$ cat config.mk
export PLATFORM = sky130hd
export DESIGN_NAME = pedal_pulse_frequency_monitor
export DESIGN_NICKNAME = d
export VERILOG_FILES = /design/src/hdl/ppfm_pkg.sv /design/src/hdl/ppfm_div.sv /design/src/hdl/pedal_pulse_frequency_monitor.sv
export SDC_FILE = /design/constraint.sdc
export NUM_CORES = 1
export LEC_CHECK = 0
export BUFFER_PORTS_ARGS = -buffer_cell sky130_fd_sc_hd__buf_4
export CELL_PAD_IN_SITES_DETAIL_PLACEMENT = 1
export CELL_PAD_IN_SITES_GLOBAL_PLACEMENT = 1
export CORE_MARGIN = 5
export CORE_UTILIZATION = 54
export CTS_BUF_LIST = sky130_fd_sc_hd__clkbuf_8
export CTS_CLUSTER_DIAMETER = 150
export DETAILED_ROUTE_END_ITERATION = 16
export PLACE_DENSITY = 0.91
export REMOVE_ABC_BUFFERS = 1
export SETUP_SLACK_MARGIN = 0.5
export SLEW_MARGIN = 20
export SYNTH_ARGS = -nofsm -noshare
export SYNTH_HDL_FRONTEND = slang
export SYNTH_SLANG_ARGS = --single-unit
$ cat constraint.sdc
create_clock -name clk -period 19.3 [get_ports clk]
set_input_delay 3.86 -clock clk [delete_from_list [all_inputs] [get_ports clk]]
set_output_delay 3.86 -clock clk [all_outputs]
set_load 0.02 [all_outputs]
$ cat src/hdl/ppfm_pkg.sv
// Shared types, widths and constants of the pulse frequency monitor.
package ppfm_pkg;

  localparam int DIVIDEND_W = 48;
  localparam int DIVISOR_W  = 16;
  localparam int DIV_STEP_W = $clog2(DIVIDEND_W + 1);

  localparam logic [DIV_STEP_W-1:0] DIV_STEPS_FREQ = DIV_STEP_W'(32);
  localparam logic [DIV_STEP_W-1:0] DIV_STEPS_RPM  = DIV_STEP_W'(DIVIDEND_W);

  localparam logic [15:0] FREQ_MILLI_SCALE = 16'd1000;
  localparam logic [15:0] RPM_MILLI_SCALE  = 16'd60000;

  localparam logic [31:0] TIMER_CLOCK_RESET = 32'd84000000;
  localparam logic [15:0] GAP_LIMIT_RESET   = 16'd500;
  localparam logic [7:0]  MAGNET_RESET      = 8'd1;

  localparam int IN_DATA_W  = 32;
  localparam int OUT_DATA_W = 72;
  localparam int CFG_IDX_W  = 8;

  typedef enum logic [CFG_IDX_W-1:0] {
    REG_TIMER_CLOCK  = 8'd0,
    REG_GAP_LIMIT    = 8'd1,
    REG_MAGNET_COUNT = 8'd2
  } cfg_reg_t;

  typedef enum logic [0:0] {
    KIND_CAPTURE = 1'b0,
    KIND_TICK    = 1'b1
  } item_kind_t;

  typedef enum logic [2:0] {
    ST_IDLE,
    ST_DIV_FREQ,
    ST_MUL_FREQ,
    ST_MUL_RPM,
    ST_DIV_RPM,
    ST_OUT
  } state_t;

  typedef struct packed {
    logic                  start;
    logic [DIV_STEP_W-1:0] steps;
  } div_ctrl_t;

endpackage

$ cat src/hdl/ppfm_div.sv
// Restoring divider that resolves one quotient bit per cycle.
module ppfm_div import ppfm_pkg::*; (
  input  logic                  clk,
  input  logic                  rst,
  input  div_ctrl_t             ctrl,
  input  logic [DIVIDEND_W-1:0] dividend,
  input  logic [DIVISOR_W-1:0]  divisor,
  output logic                  done,
  output logic [DIVIDEND_W-1:0] quotient
);

  logic                  busy;
  logic [DIV_STEP_W-1:0] count;
  logic [DIVIDEND_W-1:0] q;
  logic [DIVISOR_W-1:0]  rem;
  logic [DIVISOR_W-1:0]  dvsr;

  logic [DIVISOR_W:0]    shifted;
  logic [DIVISOR_W:0]    diff;
  logic                  fits;
  logic [DIVISOR_W-1:0]  rem_next;

  always_comb begin
    shifted  = {rem, q[DIVIDEND_W-1]};
    fits     = shifted >= {1'b0, dvsr};
    diff     = shifted - {1'b0, dvsr};
    rem_next = fits ? diff[DIVISOR_W-1:0] : shifted[DIVISOR_W-1:0];
  end

  always_ff @(posedge clk) begin
    if (rst) begin
      busy  <= 1'b0;
      done  <= 1'b0;
      count <= '0;
    end else begin
      done <= 1'b0;
      if (ctrl.start) begin
        busy  <= 1'b1;
        count <= ctrl.steps;
      end else if (busy) begin
        count <= count - DIV_STEP_W'(1);
        if (count == DIV_STEP_W'(1)) begin
          busy <= 1'b0;
          done <= 1'b1;
        end
      end
    end
  end

  // Shift the partial remainder left, take one quotient bit in at the bottom.
  always_ff @(posedge clk) begin
    if (ctrl.start) begin
      q    <= dividend;
      rem  <= '0;
      dvsr <= divisor;
    end else if (busy) begin
      q   <= {q[DIVIDEND_W-2:0], fits};
      rem <= rem_next;
    end
  end

  assign quotient = q;

endmodule

$ cat src/hdl/pedal_pulse_frequency_monitor.sv
// Top level of the pedal pulse frequency monitor.
// Takes capture and tick words and returns one result word per input word:
// frequency in millihertz (saturated to 32 bits), rpm in milli-rpm (saturated
// to 38 bits) and the low-frequency flag. A capture word stores the period
// and marks a pulse pending; a tick word refreshes the frequency from the
// held period and judges the pending pulse or the silence against the gap
// limit. All division runs on one shared restoring divider that resolves a
// single quotient bit per cycle. A tick that computes a new frequency takes a
// 32-step pass for clock / period, and every word takes a 48-step pass for
// the rpm division unless the magnet count is zero. One word is worked on at
// a time; s_tready is high only while the sequencer is idle.
// The result sits in an output register, so the next word may be taken
// while a finished result waits on m_tready. Configuration writes are always
// accepted and must come only while the block is idle.
module pedal_pulse_frequency_monitor import ppfm_pkg::*; (
  input  logic                  clk,
  input  logic                  rst,
  // input word
  input  logic                  s_tvalid,
  output logic                  s_tready,
  input  logic [IN_DATA_W-1:0]  s_tdata,   // captured_period[15:0], tick_ms[25:16], zero pad
  input  logic                  s_tuser,   // kind[0]: 0 capture, 1 tick
  // result word
  output logic                  m_tvalid,
  input  logic                  m_tready,
  output logic [OUT_DATA_W-1:0] m_tdata,   // frequency_milli[31:0], rpm_milli[69:32], zero pad
  output logic                  m_tuser,   // low_frequency[0]
  // register writes
  input  logic                  cfg_valid,
  output logic                  cfg_ready,
  input  logic [CFG_IDX_W-1:0]  cfg_index,
  input  logic [31:0]           cfg_data
);

  state_t state, state_next;

  // configuration registers
  logic [31:0] timer_clock_half_hz;
  logic [15:0] pulse_gap_limit_ms;
  logic [7:0]  magnet_count;

  // monitor state
  logic [16:0] gap_elapsed_ms;
  logic        low_frequency_flag;
  logic [1:0]  hysteresis_count;
  logic        pulse_pending;
  logic [15:0] held_period;
  logic [31:0] held_frequency;

  // result being built
  logic [31:0] freq_milli;
  logic [37:0] rpm_milli;

  logic        in_accept;
  logic        is_tick;
  logic [15:0] in_period;
  logic [9:0]  in_delta;
  logic        need_freq_div;

  logic [15:0]           mul_scale;
  logic [47:0]           product;
  div_ctrl_t             div_ctrl;
  logic [DIVIDEND_W-1:0] div_dividend;
  logic [DIVISOR_W-1:0]  div_divisor;
  logic                  div_done;
  logic [DIVIDEND_W-1:0] div_quotient;
  logic                  out_free;

  assign in_accept     = s_tvalid && s_tready;
  assign is_tick       = (item_kind_t'(s_tuser) == KIND_TICK);
  assign in_period     = s_tdata[15:0];
  assign in_delta      = s_tdata[25:16];
  assign need_freq_div = is_tick && !low_frequency_flag && (held_period != 16'd0);
  assign out_free      = !m_tvalid || m_tready;
  assign s_tready      = (state == ST_IDLE);
  assign cfg_ready     = 1'b1;

  // Shared multiplier: held frequency by the milli scale of the current pass.
  assign product = {16'd0, held_frequency} * {32'd0, mul_scale};

  ppfm_div u_div (
    .clk      (clk),
    .rst      (rst),
    .ctrl     (div_ctrl),
    .dividend (div_dividend),
    .divisor  (div_divisor),
    .done     (div_done),
    .quotient (div_quotient)
  );

  // Sequencer next state.
  always_comb begin
    state_next = state;
    unique case (state)
      ST_IDLE: begin
        if (in_accept) begin
          state_next = need_freq_div ? ST_DIV_FREQ : ST_MUL_FREQ;
        end
      end
      ST_DIV_FREQ: begin
        if (div_done) begin
          state_next = ST_MUL_FREQ;
        end
      end
      ST_MUL_FREQ: state_next = ST_MUL_RPM;
      ST_MUL_RPM: begin
        state_next = (magnet_count == 8'd0) ? ST_OUT : ST_DIV_RPM;
      end
      ST_DIV_RPM: begin
        if (div_done) begin
          state_next = ST_OUT;
        end
      end
      ST_OUT: begin
        if (out_free) begin
          state_next = ST_IDLE;
        end
      end
      default: state_next = ST_IDLE;
    endcase
  end

  // Sequencer outputs: multiplier scale and divider launch.
  always_comb begin
    mul_scale      = RPM_MILLI_SCALE;
    div_ctrl.start = 1'b0;
    div_ctrl.steps = DIV_STEPS_RPM;
    div_dividend   = product;
    div_divisor    = {8'd0, magnet_count};
    unique case (state)
      ST_IDLE: begin
        // Place the clock in the top bits so 32 steps leave the quotient low.
        div_ctrl.start = in_accept && need_freq_div;
        div_ctrl.steps = DIV_STEPS_FREQ;
        div_dividend   = {timer_clock_half_hz, 16'd0};
        div_divisor    = held_period;
      end
      ST_MUL_FREQ: mul_scale = FREQ_MILLI_SCALE;
      ST_MUL_RPM: begin
        div_ctrl.start = (magnet_count != 8'd0);
      end
      default: begin
      end
    endcase
  end

  always_ff @(posedge clk) begin
    if (rst) begin
      state <= ST_IDLE;
    end else begin
      state <= state_next;
    end
  end

  // Register writes; an unknown index is dropped.
  always_ff @(posedge clk) begin
    if (rst) begin
      timer_clock_half_hz <= TIMER_CLOCK_RESET;
      pulse_gap_limit_ms  <= GAP_LIMIT_RESET;
      magnet_count        <= MAGNET_RESET;
    end else if (cfg_valid && cfg_ready) begin
      case (cfg_index)
        REG_TIMER_CLOCK:  timer_clock_half_hz <= cfg_data;
        REG_GAP_LIMIT:    pulse_gap_limit_ms  <= cfg_data[15:0];
        REG_MAGNET_COUNT: magnet_count        <= cfg_data[7:0];
        default: begin
        end
      endcase
    end
  end

  // Monitor state. Everything but the new frequency settles on the accept
  // edge; the frequency lands when the divider reports done.
  always_ff @(posedge clk) begin
    if (rst) begin
      gap_elapsed_ms     <= '0;
      low_frequency_flag <= 1'b1;
      hysteresis_count   <= '0;
      pulse_pending      <= 1'b0;
      held_period        <= '0;
      held_frequency     <= '0;
    end else begin
      if (in_accept && !is_tick) begin
        held_period   <= in_period;
        pulse_pending <= 1'b1;
      end else if (in_accept) begin
        // Frequency update uses the flag as it stood before this tick.
        if (low_frequency_flag) begin
          held_frequency <= '0;
        end else if (held_period != 16'd0) begin
          held_period <= '0;
        end
        if (pulse_pending) begin
          pulse_pending <= 1'b0;
          // Count a quick pulse only strictly below the limit.
          if (gap_elapsed_ms < {1'b0, pulse_gap_limit_ms}) begin
            if (hysteresis_count > 2'd1) begin
              low_frequency_flag <= 1'b0;
            end else begin
              hysteresis_count <= hysteresis_count + 2'd1;
            end
          end
          gap_elapsed_ms <= '0;
        end else if (gap_elapsed_ms > {1'b0, pulse_gap_limit_ms}) begin
          low_frequency_flag <= 1'b1;
          hysteresis_count   <= '0;
        end else begin
          gap_elapsed_ms <= gap_elapsed_ms + {7'd0, in_delta};
        end
      end
      if (state == ST_DIV_FREQ && div_done) begin
        held_frequency <= div_quotient[31:0];
      end
    end
  end

  // Milli results: saturate the frequency product; divide and saturate the rpm product, or zero it with no magnets.
  always_ff @(posedge clk) begin
    if (state == ST_MUL_FREQ) begin
      freq_milli <= (product[47:32] != 16'd0) ? '1 : product[31:0];
    end
    if (state == ST_MUL_RPM && magnet_count == 8'd0) begin
      rpm_milli <= '0;
    end
    if (state == ST_DIV_RPM && div_done) begin
      rpm_milli <= (div_quotient[47:38] != 10'd0) ? '1 : div_quotient[37:0];
    end
  end

  // Output register: load when free, hold until taken.
  always_ff @(posedge clk) begin
    if (rst) begin
      m_tvalid <= 1'b0;
    end else if (state == ST_OUT && out_free) begin
      m_tvalid <= 1'b1;
    end else if (m_tready) begin
      m_tvalid <= 1'b0;
    end
  end

  always_ff @(posedge clk) begin
    if (state == ST_OUT && out_free) begin
      m_tdata <= {2'b00, rpm_milli, freq_milli};
      m_tuser <= low_frequency_flag;
    end
  end

endmodule

---- Word-level counts from Yosys, hierarchy flattened ----
Index checks and enable logic that the tools add are counted.
word-level totals
  bits in latches ......................... 0
  memory bits (writable) .................. 0
  bits of input ports ..................... 78
  logic and storage cells ................. 135
  register bits after elaboration ......... 358
  memories kept ........................... 0
  bits in read-only memories .............. 0
operators by class
  order comparisons ....................... 4
  multiply operators ...................... 1
  reduce and logical (&&, ||, !) cells .... 38
  bitwise logic cells ..................... 2
  equality and inequality tests ........... 18
  shifts and indexed selects .............. 0
  divide/modulo/power cells ............... 0
  muxes and demuxes ....................... 46
  add/sub/neg operators ................... 4
operator list
  kind                  number
  $mux W48              3
  $mux W32              4
  $mux W38              3
  $mux W16              6
  $mul A32 B16 Y48      1
  $mux W17              2
  $reduce_bool A16 Y1   2
  $pmux W3 S6           1
  $add A17 B10 Y17      1
  $ge A17 B16 Y1        1
  $gt A17 B16 Y1        1
  $lt A17 B16 Y1        1
  $logic_not A8 Y1      2
  $reduce_bool A2 Y1    8
  $sub A16 B16 Y16      1
  $ne A2 B1 Y1 const B  7
  $mux W1               13
  $mux W3               4
  $mux W6               2
  $mux W2               5
  $reduce_and A5 Y1     2
  $reduce_bool A10 Y1   1
  $logic_and A1 B1 Y1   9
  $reduce_and A3 Y1     3
  other kinds (21)      30

---- Longest topological paths before layout ----
Gate-level depths: netlist of run 1.
  depth in word-level cells ............... 6
  gate-level depth with buffers ........... 31
  depth with buffers taken out ............ 26

---- Modules after synthesis ----
A second synthesis of run 1 with hierarchy kept.
unflattened totals
  cell total of the unflattened synthesis .. 2573
  area, all modules ....................... 26178.9 um2
by module, submodules not included
  module                         cells each  times used  area each (um2)
  pedal_pulse_frequency_monitor  2216        1           21777.1
  ppfm_div                       357         1           4401.7

---- Least setup slack after synthesis of run 1 ----
No wires, ideal clock.
  path kind ............................... reg-to-reg
  start ................................... register state[1]
  end ..................................... register freq_milli[14], data pin
  library setup time ...................... 0.260 ns
  path buffers ............................ 5
  arrival ................................. 7.688 ns
  path slack .............................. 11.351 ns
  required time ........................... 19.040 ns
  cell stages (with the launch flop) ...... 28
  cell sequence ........................... dfxtp_1 clkbuf_1 nor2b_1 nand2b_1 clkbuf_1 inv_1 clkbuf_1 clkbuf_1 nor2_1 ha_1 a31oi_1 fa_1 fa_1 fa_1 inv_1 fa_1 ha_1 ha_1 a21oi_1 o21ai_0 or2_0 or4b_4 a211o_1 nand4_1 nand2_1 clkbuf_1 nor2_1 nand3_2
between the ends
  cells in the longest elaborated chain, start to end .. 4
RTL lines
  element                   RTL line                              text
  start: declaration        pedal_pulse_frequency_monitor.sv:35   state_t state, state_next;
  start signal: assignment  pedal_pulse_frequency_monitor.sv:151  state <= state_next;
  $eq A3 B2 Y1 (*)          pedal_pulse_frequency_monitor.sv:130  unique case (state)
  $mux W16 (*)              pedal_pulse_frequency_monitor.sv:130
  $mul A32 B16 Y48 (*)      pedal_pulse_frequency_monitor.sv:79   assign product = {16'd0, held_frequency} * {32'd0, mul_scale};
  $reduce_bool A16 Y1       pedal_pulse_frequency_monitor.sv:220  freq_milli <= (product[47:32] != 16'd0) ? '1 : product[31:0];
  end signal: assignment    pedal_pulse_frequency_monitor.sv:220
  end: declaration          pedal_pulse_frequency_monitor.sv:51   logic [31:0] freq_milli;
Mark *: on every way between the ends. The rest lies on a longest branch, timed or not.
A chain may end at the register's enable or synchronous reset.

---- Worst setup path in the final report of run 1 ----
  start ................................... register state[1]
  end ..................................... register freq_milli[25], data pin
Same word-level chain as after synthesis.

==> impl_metrics.csv, run 1 <==
group,metric,value,unit
grt,grt.total_usage,31.8,%
clocking,cts-resized-gates,0,
finish,drive_above_1_share,11.3,%
grt,grt_max_degree,92,
synth,synthCells,2650,
worst_setup_path,r2r_slack,9.50,ns
pwr,comb_power_share,17.9,%
placement,dp_hpwl,63000,um
worst_setup_path,path_max_fanout,91,
drt,drc_errors,0,
worst_hold_path,hold_end,"m_tdata[30]$_DFFE_PP_",
worst_setup_path,ff2ff_path_depth,26,
clocking,cts_tree,"built",
pwr,ir_worst_vdd,0.0661,mV
finish,final_util,60.3,%
sta,slew_headroom,23.7,%
drt,vias_per_cell,6.13,
worst_hold_path,holdPathStages,0,
grt,grt_pass1_wl,132000,um
die,dieHeight,229,um
pwr,p_switching,622,uW
placement,buffer_ports.inserted,144,
clocking,numCtsBuffers,59,
worst_setup_path,criticalPathCategory,"reg2reg",
sta,setup_tns,0,ns
worst_hold_path,hold_class,"reg2reg",
clocking,cts_sinks,354,
sta,period_minus_slack,9.80,ns
clocking,clockBufferDepth,3,
synth,synth.distinct_cells,88,
pwr,p_sw_share,31.5,%
grt,antenna_found_initial,1,
worst_setup_path,crit_start,"state[1]$_SDFFE_PP0P_",
worst_setup_path,r2r-end,"freq_milli[25]$_SDFFCE_PP1P_",
die,die-width,229,um
sta,drv_slew,0,
sta,fmax,102,MHz
pwr,p_clk_share,36.9,%
drt,drt_wl_total,85400,um
sta,rsz0062_at_grt,"no",
synth,synth_top_flop_cell,"edfxtp_1",
worst_setup_path,cp_common_cell,"fa_1",
worst_setup_path,r2r-start,"state[1]$_SDFFE_PP0P_",
finish,seqCellArea,9100,sq um
finish,synthToLayoutAreaGrowth,10.6,%
drt,num_vias,20900,
grt,grt_pass1_vias,23200,
die,start_util,54.6,%
drt,wl_per_cell,25.1,um
sta,tightestPinTransition,1.15,ns
synth,yosysWarnings,0,
synth,async_reset_ff_share,0,%
synth,ys_ff_latch,354,
synth,avgSynthCellArea,9.81,sq um
synth,synth_edf_count,201,
synth,yosysTopAreaCell,"edfxtp_1",
synth,synth_area,26000,sq um
worst_setup_path,cp_data_required_time,19.58,ns
clocking,path_clk_slew,0.07,ns
sta,finalClockSkew,0.0571,ns
clocking,htree_num_levels,2,
drt,detail-route-antenna-nets,0,
clocking,holdBufCountCts,0,
worst_setup_path,crit_path_end_kind,"flop",
worst_setup_path,cp-start-kind,"flop",
synth,synth_top_area_share,23.2,%
pwr,power.density,68.6,nW/um^2
sta,finalHoldViolCount,0,
pwr,power_leakage,14.1,nW
die,io_pins,154,
finish,fin_nets,3274,
sta,setup_viol,0,
clocking,cts-root-buf,"clkbuf_8",
placement,gp_congestion,0.937,
pwr,power.internal,1.35,mW
worst_setup_path,cp_slowest_cell,"buf_4",
drt,dr.pass1.iters,6,
pwr,power_frac_seq,45.2,%
status,status,"completed",
finish,multi_input_area,15100,sq um
clocking,post-cts-setup-buffer-count,0,
sta,fin_crit_sh,50.8,%
die,rows,80,
grt,gr-total-overflow,0,
clocking,clkLatencyLatePin,0.69,ns
die,core-area,47600,sq um
worst_setup_path,worstPathArrival,10.08,ns
worst_setup_path,critPathMaxStageDelay,0.82,ns
finish,fill_cells,5241,
worst_hold_path,hp-start,"freq_milli[30]$_SDFFCE_PP1P_",
job,drv_cap,0,
synth,ys_seq_area_share,35.0,%
synth,synth.top_cells.by_area,"edfxtp_1 (23%), fa_1 (16%), ha_1 (12%)",
die,die_area,52600,sq um
drt,first_iter_violations,1592,
## flip-flops by register name (all words and copies together), names as in the netlist, 2 cells and up
signal	flops
rpm_milli	38
freq_milli	30
u_div.count	6
hysteresis_count	2
m_tdata	68
u_div.quotient	48
state	3
u_div.dvsr	16
pulse_gap_limit_ms	16
u_div.rem	16
held_period	16
timer_clock_half_hz	32
gap_elapsed_ms	17
held_frequency	32
magnet_count	8
## cells by family (layout without fill, tap and decap cells)
group / Yosys count / after routing / share of synthesized area, %
AND/OR/NAND/NOR: 731 / 731 / 13.1
AO/OA/AOI/OAI: 508 / 508 / 12.7
buffers and inverters: 478 / 618 / 7.17
adder cells (fa/ha/maj): 457 / 457 / 27.9
flip-flops: 354 / 354 / 35.0
XOR/XNOR: 99 / 99 / 3.33
multiplexers: 21 / 21 / 0.808
other: 2 / 4 / 0.0289
## worst max-delay path by stage
stage / slack (ns) / cells past startpoint / endpoint
2_1_floorplan: 9.37 / 23 / freq_milli[10]$_SDFFCE_PP1P_
3_3_place_gp: 10.22 / 26 / freq_milli[24]$_SDFFCE_PP1P_
3_5_place_dp: 9.81 / 26 / freq_milli[25]$_SDFFCE_PP1P_
4_1_cts: 9.72 / 26 / freq_milli[25]$_SDFFCE_PP1P_
5_1_grt: 9.14 / 26 / freq_milli[25]$_SDFFCE_PP1P_
6_report: 9.50 / 26 / freq_milli[25]$_SDFFCE_PP1P_
## critical path: cells and delay by family (launching register included)
kind	cells	cell delay [ns]
AO/OA/AOI/OAI	2	0.85
flip-flops	1	0.62
buffers and inverters	7	2.12
AND/OR/NAND/NOR	10	2.62
adder cells (fa/ha/maj)	7	3.12
## through the flow
step	cells	hold slack, ns	setup WS, ns	cell area [sq um]	total power, mW
2_1_floorplan	2517	0.400	9.37	25400	1.11
3_3_place_gp	3295	0.402	10.22	27500	1.19
3_5_place_dp	3295	0.407	9.81	27500	1.23
4_1_cts	3406	0.419	9.72	28700	1.97
5_1_grt	3407	0.433	9.14	28800	2.04
6_report	3407	0.414	9.50	28800	1.97
## layout by cell type (no fill, tap or decap), types with 12 or more instances in the layout
master	n
inv_1	356
nand2_1	300
ha_1	251
fa_1	204
edfxtp_1	201
nor2_1	198
buf_4	163
a21oi_1	155
dfxtp_1	153
o21ai_0	79
clkbuf_8	67
xnor2_1	58
o21a_1	53
a22oi_1	53
xor2_1	41
nand3_1	36
and2_1	29
a21o_1	29
nand4_1	27
nor3_1	26
a31oi_1	21
mux2i_1	21
o211ai_1	20
nor4_1	18
a31o_2	13
and3_1	12
## Yosys cell counts (all sizes together), types with 3 or more instances
master / n
and2: 29
a22o: 10
o211ai: 21
edfxtp: 201
a211oi: 14
xor2: 41
o21a: 54
clkbuf: 102
or4: 4
o21bai: 10
nor4b: 5
fa: 204
a22oi: 53
buf: 32
nand3: 47
xnor2: 58
a31oi: 22
nand4: 27
a211o: 3
a21oi: 161
and3: 13
nand2: 300
nor3b: 4
nand2b: 11
nor2: 201
ha: 251
nor2b: 11
a31o: 15
dfxtp: 153
or2: 6
o31ai: 5
o21ai: 82
and4: 5
nor3: 29
a21o: 29
nand4b: 4
inv: 344
mux2i: 21
or3: 8
o311ai: 3
nor4: 19
## metal layers
layer	global-route usage [%]	wire length, um
met5	0	0
met4	17.8	5790
met3	4.46	4700
met2	57.4	43800
met1	36.2	31100
## power groups by stage
stage | clock network (mW) | registers [mW] | logic [mW]
3_5_place_dp | 0 | 0.902 | 0.330
5_1_grt | 0.770 | 0.893 | 0.379
3_3_place_gp | 0 | 0.896 | 0.297
4_1_cts | 0.735 | 0.888 | 0.344
6_report | 0.729 | 0.891 | 0.353
2_1_floorplan | 0 | 0.885 | 0.221
## area by class of cell
class                           count  share of cell area, %
Inverter                          344                   4.49
Sequential cell                   354                   31.6
Multi-Input combinational cell   1819                   52.6
Timing Repair Buffer              163                   4.26
Antenna cell                        1                0.00870
Clock buffer                       67                   3.21
Tap cell                          615                   2.68
Clock inverter                     44                   1.16
Note: power is estimated with default switching activity, not from simulation.
==> inputs of run 2 (changes only) <==
ABC_AREA = 1   (was not set)
CORE_UTILIZATION = 49   (was 54)
PLACE_DENSITY = 0.86   (was 0.91)
clock period = 10 ns   (was 19.3 ns; I/O delays follow)
==> run 2 against run 1 <==
Against the previous run:
- utilization decreased by 5.8 points
- sequential share of layout area decreased by 1.5 points
- worst hold slack got worse by 0.0092 ns
- wire length decreased by 1.8%
- clock power increased by 63%
- synthesized cell count increased by 20%
- cell count increased by 21%
- first-iteration DRC count decreased by 15%
- critical path type unchanged
- largest cell class unchanged
==> impl_metrics.csv, run 2 <==
group,metric,value,unit
status,status,"completed",
grt,grt_max_degree,78,
worst_setup_path,r2r-end,"freq_milli[10]$_SDFFCE_PP1P_",
sta,finalClockSkew,0.0285,ns
pwr,ir_worst_vdd,0.134,mV
worst_setup_path,critPathMaxStageDelay,0.74,ns
drt,detail-route-antenna-nets,0,
clocking,cts_tree,"built",
worst_hold_path,hold_end,"m_tdata[53]$_DFFE_PP_",
finish,fin_nets,3846,
worst_setup_path,r2r_slack,2.00,ns
die,dieHeight,247,um
job,drv_cap,0,
sta,setup_tns,0,ns
placement,gp_congestion,0.942,
worst_setup_path,cp-start-kind,"flop",
grt,grtUsageMet1,33.5,%
pwr,p_clk_share,29.2,%
clocking,cts_sinks,354,
synth,yosysTopAreaCell,"edfxtp_1",
grt,grt_pass1_vias,24100,
synth,ys_ff_latch,354,
worst_setup_path,worstPathArrival,8.33,ns
worst_setup_path,path_max_fanout,35,
pwr,p_switching,1.43,mW
finish,mostFrequentLayoutCells,"inv_1 (660), nand2_1 (559), nor2_1 (312)",
clocking,holdBufCountCts,0,
finish,diodes,0,
sta,rsz0062_at_grt,"no",
worst_setup_path,crit_path_end_kind,"flop",
worst_setup_path,path_buf_inv,4,
synth,synth.distinct_cells,51,
grt,met3_usage,4.10,%
pwr,power_frac_seq,45.4,%
synth,avgSynthCellArea,8.61,sq um
finish,final_cell_area,30100,sq um
worst_hold_path,hold_class,"reg2reg",
pwr,power.internal,2.64,mW
worst_setup_path,r2r-start,"state[2]$_SDFFE_PP0P_",
synth,synth_area,27400,sq um
clocking,post-cts-setup-buffer-count,0,
pwr,power.density,135,nW/um^2
die,die_area,60800,sq um
die,io_pins,154,
worst_setup_path,crit_start,"state[2]$_SDFFE_PP0P_",
drt,drc_errors,0,
pwr,power_leakage,15.0,nW
worst_setup_path,cp_slowest_cell,"nor2_4",
finish,max_flop_register,"m_tdata",
pwr,comb_power_share,25.4,%
synth,synth.top_cells.by_area,"edfxtp_1 (22%), fa_1 (15%), ha_1 (11%)",
grt,grt.total_usage,27.4,%
clocking,htree_num_levels,2,
clocking,cts-resized-gates,0,
synth,ys_seq_area_share,33.2,%
sta,fmax,125,MHz
pwr,finalPower,4.07,mW
sta,fin_crit_sh,80.0,%
grt,grt_pass1_wl,132000,um
grt,antenna_found_initial,0,
die,rows,86,
placement,buffer_ports.inserted,144,
clocking,clkLatencyLatePin,0.64,ns
synth,synth_most_common_cell,"inv_1",
worst_hold_path,holdPathStages,0,
grt,gr-total-overflow,0,
pwr,p_sw_share,35.2,%
synth,synth_top_flop_cell,"edfxtp_1",
clocking,clockBufferDepth,3,
placement,dpl_cell_area,29100,sq um
die,start_util,49.6,%
drt,first_iter_violations,1346,
sta,setup_viol,0,
drt,vias_per_cell,5.35,
worst_hold_path,hp-start,"rpm_milli[21]$_SDFFCE_PN0P_",
drt,dr.pass1.iters,5,
clocking,numCtsBuffers,55,
sta,hold_ws,0.405,ns
synth,async_reset_ff_share,0,%
finish,layout_commonest_cell,"inv_1",
sta,slew_headroom,30.0,%
finish,fill_cells,6665,
sta,period_minus_slack,8.00,ns
sta,tightestPinTransition,1.04,ns
finish,drive_above_1_share,11.8,%
clocking,path_clk_slew,0.07,ns
worst_setup_path,cp_data_required_time,10.33,ns
finish,synthToLayoutAreaGrowth,9.89,%
worst_setup_path,criticalPathCategory,"reg2reg",
finish,largest_reg_flops,68,
synth,synthCells,3187,
synth,synth.top_cells.by_count,"inv_1 (639), nand2_1 (560), nor2_1 (314)",
grt,grtUsageMet2,48.1,%
worst_setup_path,cp_top_family,"simple AND/OR/NAND/NOR gates",
synth,synth_edf_count,201,
sta,finalHoldViolCount,0,
worst_setup_path,ff2ff_path_depth,29,
die,die-width,247,um
drt,wl_per_cell,20.4,um
drt,drt_wl_total,83800,um
synth,synth_top_area_share,22.0,%
clocking,cts-root-buf,"clkbuf_8",
sta,drv_slew,0,
grt,top_usage_layer,"met2",
drt,num_vias,22000,
placement,dp_hpwl,66200,um
synth,yosysWarnings,0,
die,core-area,55300,sq um
[run 2: through the flow]
| stage | std cells | setup slack [ns] | util (%) |
|---|---|---|---|
| after floorplan | 3100 | 1.43 | - |
| after global placement | 4002 | 2.39 | 52.5 |
| after detailed placement | 4002 | 2.02 | 52.5 |
| after CTS | 4105 | 1.94 | 54.4 |
| after global routing | 4107 | 1.64 | 54.5 |
| final | 4107 | 2.00 | 54.5 |
[run 2: final cells by class]
class	instances	area, sq um	share of cell area [%]
well taps	748	936	3.10
inverters	665	2500	8.28
flip-flops and latches	354	9100	30.2
multi-input cells	2081	15400	51.0
clock buffers	64	881	2.92
repair buffers	156	1190	3.94
clock inverters	39	180	0.598
[run 2: worst max path at each step]
| stage | end | cells past startpoint | slack (ns) |
|---|---|---|---|
| 2_1_floorplan | freq_milli[10]$_SDFFCE_PP1P_ | 27 | 1.43 |
| 3_3_place_gp | freq_milli[10]$_SDFFCE_PP1P_ | 29 | 2.39 |
| 3_5_place_dp | freq_milli[11]$_SDFFCE_PP1P_ | 31 | 2.02 |
| 4_1_cts | freq_milli[14]$_SDFFCE_PP1P_ | 31 | 1.94 |
| 5_1_grt | freq_milli[11]$_SDFFCE_PP1P_ | 29 | 1.64 |
| 6_report | freq_milli[10]$_SDFFCE_PP1P_ | 29 | 2.00 |
[run 2: per-layer routing]
metal,vias to the layer above,wire [um]
met5,-,0
met4,0,4170
met2,583,41800
li1,10300,-
met1,10900,34200
met3,206,3660
[run 2: kinds of logic after synthesis]
family	count (synthesis)	synth area share, %
AO/OA/AOI/OAI	389	7.88
adder cells (fa/ha/maj)	455	26.3
XOR/XNOR	77	2.46
flip-flops	354	33.2
buffers and inverters	753	10.9
AND/OR/NAND/NOR	1157	19.2
other	2	0.0274
[run 2: power by group through the flow]
stage	Clock [mW]	Combinational, mW	Sequential, mW
detailed placement	0	1.01	1.87
floorplan	0	0.637	1.86
global placement	0	0.951	1.86
finish	1.19	1.04	1.85
CTS	1.21	1.02	1.85
global route	1.29	1.13	1.86
